===== config.mk =====
export PLATFORM = sky130hd
export DESIGN_NAME = current_monitor_lwma_coupling
export DESIGN_NICKNAME = d
export VERILOG_FILES = /design/src/sv/cmlc_pkg.sv /design/src/sv/cmlc_ctrl.sv /design/src/sv/cmlc_datapath.sv /design/src/sv/current_monitor_lwma_coupling.sv
export SDC_FILE = /design/constraint.sdc
export NUM_CORES = 2
export LEC_CHECK = 0
export ABC_AREA = 1
export BUFFER_PORTS_ARGS = -buffer_cell sky130_fd_sc_hd__buf_2
export CAP_MARGIN = 30
export CORE_ASPECT_RATIO = 1.25
export CORE_MARGIN = 2
export CORE_UTILIZATION = 25
export CTS_CLUSTER_SIZE = 20
export DETAILED_ROUTE_END_ITERATION = 8
export HOLD_SLACK_MARGIN = 0.1
export PLACE_DENSITY = 0.42
export SYNTH_ARGS = -nofsm -noshare
export SYNTH_HDL_FRONTEND = slang
export SYNTH_SLANG_ARGS = --single-unit

===== constraint.sdc =====
create_clock -name clk -period 8.2 [get_ports clk]
set_clock_uncertainty 0.05 [all_clocks]
set_input_delay 0.41 -clock clk [delete_from_list [all_inputs] [get_ports clk]]
set_output_delay 0.41 -clock clk [all_outputs]
set_load 0.03 [all_outputs]

===== src/sv/cmlc_pkg.sv =====
// cmlc_pkg: sizes, divider constants and controller/datapath interface types
// for the current monitor with weighted moving average and coupling detect.
// No dependencies.
package cmlc_pkg;

  localparam int HIST_LEN = 16;
  localparam int SAMPLE_W = 16;
  localparam int THR_W    = 15;

  localparam int SLOT_W = $clog2(HIST_LEN);
  localparam int SEEN_W = $clog2(HIST_LEN + 2);
  localparam int WGT_W  = $clog2(HIST_LEN + 1);

  // sum of weights 1..N
  localparam int DIV_C = (HIST_LEN * (HIST_LEN + 1)) / 2;
  localparam int ACC_W = SAMPLE_W + $clog2(DIV_C) + 1;
  // quotient magnitude reaches 32768
  localparam int Q_W   = SAMPLE_W + 1;

  // floor(2^32 / DIV_C), quotient estimate is low by at most one
  localparam int RECIP_SH = 32;
  localparam longint unsigned RECIP_L = (64'd1 << RECIP_SH) / DIV_C;
  localparam logic [RECIP_SH-1:0] RECIP = RECIP_L[RECIP_SH-1:0];
  localparam int PROD_W = ACC_W + RECIP_SH;

  typedef struct packed {
    logic load;
    logic mac;
    logic take_abs;
    logic mul;
    logic fix;
    logic publish;
  } cmlc_cmd_t;

  typedef struct packed {
    logic full;
    logic mac_last;
    logic out_busy;
  } cmlc_status_t;

endpackage


===== src/sv/cmlc_ctrl.sv =====
// cmlc_ctrl: sequencer for one transaction: accept, weighted sum, divide,
// publish. Depends on cmlc_pkg.
module cmlc_ctrl import cmlc_pkg::*; (
  input  logic         clk,
  input  logic         rst_n,
  input  logic         in_valid,
  output logic         in_stall,
  input  cmlc_status_t status,
  output cmlc_cmd_t    cmd
);

  localparam logic [2:0] ST_IDLE    = 3'd0;
  localparam logic [2:0] ST_MAC     = 3'd1;
  localparam logic [2:0] ST_ABS     = 3'd2;
  localparam logic [2:0] ST_MUL     = 3'd3;
  localparam logic [2:0] ST_FIX     = 3'd4;
  localparam logic [2:0] ST_PUBLISH = 3'd5;

  logic [2:0] state_r, state_nxt;

  always_comb begin
    state_nxt = state_r;
    cmd       = '0;
    case (state_r)
      ST_IDLE: begin
        if (in_valid) begin
          cmd.load  = 1'b1;
          // no average until the ring is full
          state_nxt = status.full ? ST_MAC : ST_PUBLISH;
        end
      end
      ST_MAC: begin
        cmd.mac = 1'b1;
        if (status.mac_last) state_nxt = ST_ABS;
      end
      ST_ABS: begin
        cmd.take_abs = 1'b1;
        state_nxt    = ST_MUL;
      end
      ST_MUL: begin
        cmd.mul   = 1'b1;
        state_nxt = ST_FIX;
      end
      ST_FIX: begin
        cmd.fix   = 1'b1;
        state_nxt = ST_PUBLISH;
      end
      ST_PUBLISH: begin
        if (!status.out_busy) begin
          cmd.publish = 1'b1;
          state_nxt   = ST_IDLE;
        end
      end
      default: state_nxt = ST_IDLE;
    endcase
  end

  always_ff @(posedge clk) begin
    if (!rst_n) state_r <= ST_IDLE;
    else        state_r <= state_nxt;
  end

  assign in_stall = (state_r != ST_IDLE);

endmodule


===== src/sv/cmlc_datapath.sv =====
// cmlc_datapath: sample ring, max/min tracking, weighted accumulate,
// reciprocal divide, coupling flags and output register. Depends on cmlc_pkg.
module cmlc_datapath import cmlc_pkg::*; (
  input  logic                       clk,
  input  logic                       rst_n,
  input  cmlc_cmd_t                  cmd,
  output cmlc_status_t               status,
  input  logic signed [SAMPLE_W-1:0] in_sample,
  input  logic                       cfg_wr_en,
  input  logic [THR_W-1:0]           cfg_wr_data,
  output logic                       out_valid,
  input  logic                       out_stall,
  output logic signed [SAMPLE_W-1:0] out_average,
  output logic signed [SAMPLE_W-1:0] out_max,
  output logic signed [SAMPLE_W-1:0] out_min,
  output logic                       out_coupled,
  output logic                       out_lost,
  output logic                       out_gained
);

  logic signed [SAMPLE_W-1:0] hist_mem [HIST_LEN];

  logic [SLOT_W-1:0]          slot_r;
  logic [SLOT_W-1:0]          pos_r;
  logic [SEEN_W-1:0]          seen_r;
  logic signed [SAMPLE_W-1:0] max_r;
  logic signed [SAMPLE_W-1:0] min_r;
  logic                       coupled_r;
  logic [THR_W-1:0]           thr_r;

  logic [WGT_W-1:0]           issue_w_r;
  logic [WGT_W-1:0]           rd_w_r;
  logic                       rd_vld_r;
  logic signed [SAMPLE_W-1:0] rd_r;
  logic signed [ACC_W-1:0]    acc_r;
  logic                       neg_r;
  logic [ACC_W-1:0]           mag_r;
  logic [PROD_W-1:0]          prod_r;
  logic [Q_W-1:0]             q_r;

  logic                       out_valid_r;
  logic signed [SAMPLE_W-1:0] out_avg_r;
  logic signed [SAMPLE_W-1:0] out_max_r;
  logic signed [SAMPLE_W-1:0] out_min_r;
  logic                       out_coupled_r;
  logic                       out_lost_r;
  logic                       out_gained_r;

  logic signed [SAMPLE_W+WGT_W:0] term;
  logic [ACC_W-1:0]               q0;
  logic [ACC_W-1:0]               rem;
  logic [Q_W-1:0]                 q_fix;
  logic [Q_W-1:0]                 avg_wide;
  logic                           coupled_nxt;

  assign status.full     = (seen_r == SEEN_W'(HIST_LEN + 1));
  assign status.mac_last = (issue_w_r == '0) && rd_vld_r;
  assign status.out_busy = out_valid_r && out_stall;

  assign term = rd_r * $signed({1'b0, rd_w_r});

  // quotient estimate and one-step correction
  assign q0    = prod_r[PROD_W-1:RECIP_SH];
  assign rem   = mag_r - ACC_W'(q0 * ACC_W'(DIV_C));
  assign q_fix = (rem >= ACC_W'(DIV_C)) ? Q_W'(q0 + ACC_W'(1)) : Q_W'(q0);

  assign avg_wide    = neg_r ? (~q_r + Q_W'(1)) : q_r;
  assign coupled_nxt = (q_r > Q_W'(thr_r));

  // ring storage
  always_ff @(posedge clk) begin
    if (cmd.load) hist_mem[slot_r] <= in_sample;
    if (cmd.mac && (issue_w_r != '0)) rd_r <= hist_mem[pos_r];
  end

  always_ff @(posedge clk) begin
    if (!rst_n) begin
      slot_r      <= '0;
      seen_r      <= '0;
      max_r       <= '0;
      min_r       <= SAMPLE_W'(32767);
      coupled_r   <= 1'b0;
      thr_r       <= '0;
      issue_w_r   <= '0;
      rd_vld_r    <= 1'b0;
      out_valid_r <= 1'b0;
    end else begin
      if (cfg_wr_en) thr_r <= cfg_wr_data;

      if (cmd.load) begin
        slot_r    <= (slot_r == SLOT_W'(HIST_LEN - 1)) ? '0 : slot_r + SLOT_W'(1);
        if (seen_r <= SEEN_W'(HIST_LEN)) seen_r <= seen_r + SEEN_W'(1);
        if (in_sample > max_r) max_r <= in_sample;
        if (in_sample < min_r) min_r <= in_sample;
        issue_w_r <= WGT_W'(HIST_LEN);
        rd_vld_r  <= 1'b0;
      end

      if (cmd.mac) begin
        if (issue_w_r != '0) begin
          issue_w_r <= issue_w_r - WGT_W'(1);
          rd_vld_r  <= 1'b1;
        end else begin
          rd_vld_r  <= 1'b0;
        end
      end

      if (cmd.publish) begin
        out_valid_r <= 1'b1;
        coupled_r   <= coupled_nxt;
      end else if (!out_stall) begin
        out_valid_r <= 1'b0;
      end
    end
  end

  // payload path
  always_ff @(posedge clk) begin
    if (cmd.load) begin
      pos_r <= slot_r;
      acc_r <= '0;
      neg_r <= 1'b0;
      q_r   <= '0;
    end
    if (cmd.mac) begin
      if (issue_w_r != '0) begin
        rd_w_r <= issue_w_r;
        pos_r  <= (pos_r == '0) ? SLOT_W'(HIST_LEN - 1) : pos_r - SLOT_W'(1);
      end
      if (rd_vld_r) acc_r <= acc_r + ACC_W'(term);
    end
    if (cmd.take_abs) begin
      neg_r <= acc_r[ACC_W-1];
      mag_r <= acc_r[ACC_W-1] ? ACC_W'(-acc_r) : ACC_W'(acc_r);
    end
    if (cmd.mul) prod_r <= PROD_W'(mag_r) * PROD_W'(RECIP);
    if (cmd.fix) q_r <= q_fix;
    if (cmd.publish) begin
      out_avg_r     <= avg_wide[SAMPLE_W-1:0];
      out_max_r     <= max_r;
      out_min_r     <= min_r;
      out_coupled_r <= coupled_nxt;
      out_lost_r    <= coupled_r && !coupled_nxt;
      out_gained_r  <= !coupled_r && coupled_nxt;
    end
  end

  assign out_valid   = out_valid_r;
  assign out_average = out_avg_r;
  assign out_max     = out_max_r;
  assign out_min     = out_min_r;
  assign out_coupled = out_coupled_r;
  assign out_lost    = out_lost_r;
  assign out_gained  = out_gained_r;

endmodule


===== src/sv/current_monitor_lwma_coupling.sv =====
// current_monitor_lwma_coupling: top level, controller plus datapath.
// Depends on cmlc_pkg, cmlc_ctrl, cmlc_datapath.
//
//  channel  | handshake              | payload
//  ---------+------------------------+-----------------------------------------
//  input    | in_valid / in_stall    | in_sample_ma
//  result   | out_valid / out_stall  | out_average_ma, out_max_ma, out_min_ma,
//           |                        | out_is_coupled, out_lost_coupling,
//           |                        | out_gained_coupling
//  config   | cfg_wr_en              | cfg_wr_data (coupling threshold)
//
// a filling ring sends a transaction from accept straight to publish; once
// full, the weighted sum reads the ring one entry per cycle through a single
// multiply-accumulate, then absolute value, reciprocal multiply, correction
// and publish steps. reset is synchronous; no clearing pass is needed.
// a new sample is taken while the previous result still waits in the output
// register; a stalled result holds the sequencer only at its publish step.
module current_monitor_lwma_coupling import cmlc_pkg::*; (
  input  logic                       clk,
  input  logic                       rst_n,
  input  logic                       in_valid,
  output logic                       in_stall,
  input  logic signed [SAMPLE_W-1:0] in_sample_ma,
  input  logic                       cfg_wr_en,
  input  logic [THR_W-1:0]           cfg_wr_data,
  output logic                       out_valid,
  input  logic                       out_stall,
  output logic signed [SAMPLE_W-1:0] out_average_ma,
  output logic signed [SAMPLE_W-1:0] out_max_ma,
  output logic signed [SAMPLE_W-1:0] out_min_ma,
  output logic                       out_is_coupled,
  output logic                       out_lost_coupling,
  output logic                       out_gained_coupling
);

  cmlc_cmd_t    cmd;
  cmlc_status_t status;

  cmlc_ctrl u_ctrl (
    .clk      (clk),
    .rst_n    (rst_n),
    .in_valid (in_valid),
    .in_stall (in_stall),
    .status   (status),
    .cmd      (cmd)
  );

  cmlc_datapath u_datapath (
    .clk         (clk),
    .rst_n       (rst_n),
    .cmd         (cmd),
    .status      (status),
    .in_sample   (in_sample_ma),
    .cfg_wr_en   (cfg_wr_en),
    .cfg_wr_data (cfg_wr_data),
    .out_valid   (out_valid),
    .out_stall   (out_stall),
    .out_average (out_average_ma),
    .out_max     (out_max_ma),
    .out_min     (out_min_ma),
    .out_coupled (out_is_coupled),
    .out_lost    (out_lost_coupling),
    .out_gained  (out_gained_coupling)
  );

endmodule


* Word-level counts from Yosys, hierarchy flattened
Memory sizes are Yosys's and may differ from the RTL's. A register that Yosys moved wholly into a read port is not among the register bits. Index checks and enable logic that the tools add are counted.
Operators by class: reduce and logical (&&, ||, !) cells 20, eq/ne operators 11, multiplexer cells 37, bitwise operators 1, order comparisons 5, add/sub/neg operators 9, $mul 3
Operator list (count):
- 25-bit 2-to-1 mux | 3
- 17-bit 2-to-1 mux | 3
- 25-bit by 25-bit multiplier with 50-bit output (second input constant) | 1
- 25-bit by 22-bit adder with 25-bit output | 1
- 25-bit by 8-bit >= comparator with 1-bit output (second input constant) | 1
- 25-bit negation | 1
- 25-bit subtractor | 1
- 24-bit 2-to-1 mux | 1
- 16-bit by 6-bit multiplier with 22-bit output | 1
- 18-bit by 5-bit multiplier with 22-bit output (second input constant) | 1
- 4-bit 2-to-1 mux | 5
- 3-bit case mux with 6 select lines | 1
- 17-bit by 1-bit adder with 17-bit output (second input constant) | 1
- 17-bit by 15-bit > comparator with 1-bit output | 1
- 16-bit by 1-bit adder with 16-bit output (second input constant) | 1
- 16-bit > comparator | 1
- 16-bit < comparator | 1
- 1-bit 2-to-1 mux | 16
- 16-bit 2-to-1 mux | 1
- 16-bit NOT | 1
- 5-bit 2-to-1 mux | 3
- 3-bit 2-to-1 mux | 4
- 2-bit AND reduction | 4
- 3-bit by 2-bit equality test with 1-bit output (second input constant) | 2
- 20 further kinds | 30
Storage, ports and cells: memories 1, output and inout port bits 53, bits in registers 245, word-level logic and storage cells 111, memory bits (writable) 256, bits of input ports 36
Memories:
- u_datapath.hist_mem | words 16, bits a word 16, rd ports 1, clocked after memory_dff 1, wr ports 1, RTL line cmlc_datapath.sv:21 | logic signed [SAMPLE_W-1:0] hist_mem [HIST_LEN];

* Depth between registers and ports, before layout
word-level depth 5, gate-level depth with buffers 26, depth with buffers taken out 25

* Cells and area by module
From an unflattened synthesis, not the netlist that was laid out.
Second synthesis, totals: cell total of the unflattened synthesis 3740, area total of the unflattened synthesis 36243.5 sq um
Modules (own cells, without submodules):
- cmlc_datapath | times used 1, cells an instance 3704, area each 35995.8 sq um, sequential area each 13543.0 sq um
- cmlc_ctrl | times used 1, cells an instance 36, area each 247.7 sq um, sequential area each 60.1 sq um

* Worst setup path after synthesis
Ideal clock, no wire load.
kind reg-to-reg, from register u_datapath.mag_r[3], to register u_datapath.prod_r[45] (data pin), data arrival time 5708 ps, setup time 260 ps, cell stages (with the launch flop) 24, buffers on the path 0, path slack 2183 ps, period minus slack after synthesis 6017 ps, required time 7890 ps, path through edfxtp_1 fa_1 inv_1 fa_1 inv_1 fa_1 inv_1 fa_1 fa_1 fa_1 fa_1 inv_1 ha_1 a21oi_1 inv_1 a31oi_1 inv_1 a21oi_1 o31ai_1 nand2_1 nand3_1 nand2_1 nand2_1 xor2_1
On the way: cells in the longest elaborated chain, start to end 1
RTL lines:
- start: declaration | RTL line cmlc_datapath.sv:37 | logic [ACC_W-1:0] mag_r;
- start signal: assignment | RTL line cmlc_datapath.sv:134 | mag_r <= acc_r[ACC_W-1] ? ACC_W'(-acc_r) : ACC_W'(acc_r);
- 25-bit by 25-bit multiplier with 50-bit output | RTL line cmlc_datapath.sv:136 | if (cmd.mul) prod_r <= PROD_W'(mag_r) * PROD_W'(RECIP);
- end signal: assignment | RTL line cmlc_datapath.sv:136
- end: declaration | RTL line cmlc_datapath.sv:38 | logic [PROD_W-1:0] prod_r;
Every way passes these cells. A chain may end at the register's enable or synchronous reset.

* Worst setup path after layout
from register u_datapath.mag_r[0], to register u_datapath.prod_r[49] (data pin)
Same word-level chain as after synthesis.

==> qor.yml <==
rsz0062_at_grt: "false"
synth_top_family_by_area: "adder cells"
cts_root_buffer: "clkbuf_16"
worst_path_largest_cell_delay_ps: 730
setup_violations: 0
synth_fa_ha_area_frac: 0.2929
required_ps: 8550
regToRegSetupSlack_ps: 1520
start_util: 0.2521
synth_cells: 3799
synth_compound_area_frac: 0.09849
place.gp.congestion: 0.8788
async_flop_share: 0
num_vias: 26180
grt_pass1_vias: 27860
drive_gt1_frac: 0.07026
die_w_um: 345.6
layout.cells.non_filler: 5853
end_kind: "flip-flop"
max_cap_violations: 0
cpMostUsedCell: "fa_1"
fillCellCount: 15200
slowest_stage: "fa_1"
grt_pass1_wl_um: 167500
status: "finished, final reports clean"
worstPathCellList: "fa_1, fa_1, fa_1, inv_1, fa_1, fa_1, inv_1, fa_1, fa_1, ha_1, a21o_1, a31oi_1, o21ai_0, nand2_1, nand3_1, a21oi_1, o21ai_0, xor2_1"
dp.cells: 5735
finalHoldViolations: 0
drc: 0
dieArea_um2: 148900
dpl_cell_area_um2: 39380
final_cell_mix: "inv_1, nand2_1, ha_1, edfxtp_1, nor2_1"
max_slew_margin: 0.3948
via_per_inst: 4.472
row_count: 156
drtIter0Drc: 1375
synth_seq_area_share: 0.3731
clock.fmax_ghz: 0.1497
reg2reg_to: "u_datapath.prod_r[49]"
synth_cell_types: 52
report.final.slew_viol_count: 0
synth_flop_cell: "edfxtp_1"
worstSetupPathType: "reg -> reg"
antenna_left: 0
clkTransAtPathRegs_ps: 60
hp-class: "in -> reg"
cts.path.max_buffers: 3
htree_num_levels: 2
clock_sinks: 485
rr_worst_depth: 18
worst_pin_slew_ps: 898.4
grt_start_max_net_pins: 69
arrival_ps: 7030
hold_end: "u_datapath.hist_mem[0][8]"
nNetsFinal: 4632
die_height_um: 431.0
syn_area_um2: 36460
worst-path-max-fanout: 8
area_growth_pct: 13.53
routed_wl_um: 107700
cp-start-kind: "flip-flop"
post-route-period-util: 0.8148
r2r-start: "u_datapath.mag_r[0]"
ys_warn_count: 0
syn_nets: 4521
post_cts_resized: 0
cts_hold_buf: 14
critPathBufInv: 2
routedWlPerCell_um: 18.40
post-dp-hpwl_um: 82870
ios: 89
worst_hold_path.num_cells: 1
finalCriticalPeriod_ps: 6682
synth_edf_count: 389
tritoncts: "done"
postCtsSetupRepairBufs: 0
muxShareOfSynthArea: 0
gr-usage-all-layers: 0.1455
syn_area_per_cell_um2: 9.597
finalInstanceArea_um2: 41390
min_from: "in_sample_ma[8]"
clock_latency_ps: 660
portBuffers: 88
ys_seq_elements: 485
crit_family: "adder cells"
synthSimpleGateAreaFrac: 0.1277
synth_xor_area_frac: 0.02450
core_area_um2: 144600
fin_tns_setup_ps: 0
first_pass_iters: 5
numCtsBuffers: 55
antenna_cells: 0
final_common_cell: "inv_1"
overflow: 0
antenna_found_initial: 1
-- sequential cells by signal, indices dropped and copies added (netlist names), 16 cells and up --
name,cells
u_datapath.hist_mem,256
u_datapath.acc_r,25
u_datapath.mag_r,25
u_datapath.max_r,16
u_datapath.rd_r,16
u_datapath.out_average,16
u_datapath.q_r,17
u_datapath.min_r,16
u_datapath.out_max,16
u_datapath.out_min,16
u_datapath.prod_r,18
-- Yosys cell counts (all sizes together) (10+ instances only) --
cell    count  area share
o22ai      18      0.0031
nand2     513       0.053
fa        279        0.15
o21ai     253       0.035
clkbuf     87      0.0090
nor2      328       0.035
edfxtp    389        0.32
xor2       70       0.017
nand3     115       0.016
o31ai      14      0.0029
a21oi     213       0.029
o221ai     51       0.012
nor3       45      0.0062
inv       705       0.073
ha        407        0.14
nand4      64       0.011
xnor2      32      0.0077
o211ai     22      0.0045
dfxtp      96       0.053
a31oi      22      0.0038
a21o       10      0.0021
-- area by class of cell --
cell class / count / area, µm² / area share
Clock buffer: 68 / 1476 / 0.03567
Clock inverter: 36 / 396.6 / 0.009582
Inverter: 709 / 2663 / 0.06432
Multi-Input combinational cell: 2509 / 19870 / 0.4801
Sequential cell: 485 / 13610 / 0.3288
Tap cell: 1896 / 2372 / 0.05731
Timing Repair Buffer: 150 / 1003 / 0.02424
-- per-stage QoR --
| stage | setup slack (ps) | hold slack (ps) | utilization |
|---|---|---|---|
| floorplan | 2183 | 358.2 | - |
| global placement | 1482 | 370.8 | 0.2715 |
| detailed placement | 1463 | 363.9 | 0.2723 |
| CTS | 1489 | 117.1 | 0.2862 |
| global route | 1134 | 141.9 | 0.2862 |
| finish | 1518 | 140.0 | 0.2862 |
-- logic make-up after synthesis --
| kind of cell | Yosys count |
|---|---|
| buffers and inverters | 805 |
| DFF | 485 |
| AOI/OAI and AO/OA | 629 |
| and+or+nand+nor | 1092 |
| adders and majority gates | 686 |
| xor gates and xnor gates | 102 |
-- per-layer routing --
metal,share of wire,global-route usage,vias to the layer above
li1,-,-,12880
met3,0.030,0.01657,147
met4,0.033,0.04544,2
met2,0.52,0.2709,404
met1,0.42,0.1738,12740
met5,0.00015,0,-
-- how the worst max path moves through the flow --
stage / start / endpoint / cells after the start
after CTS: u_datapath.mag_r[3] / u_datapath.prod_r[46] / 21
after global placement: u_datapath.mag_r[5] / u_datapath.prod_r[42] / 20
after floorplan: u_datapath.mag_r[3] / u_datapath.prod_r[45] / 23
after detailed placement: u_datapath.mag_r[0] / u_datapath.prod_r[49] / 18
final: u_datapath.mag_r[0] / u_datapath.prod_r[49] / 18
after global routing: u_datapath.mag_r[3] / u_datapath.prod_r[46] / 21
Power is not shown: default switching activity piles up to over one toggle a cycle in this logic, so the estimate is an artifact.
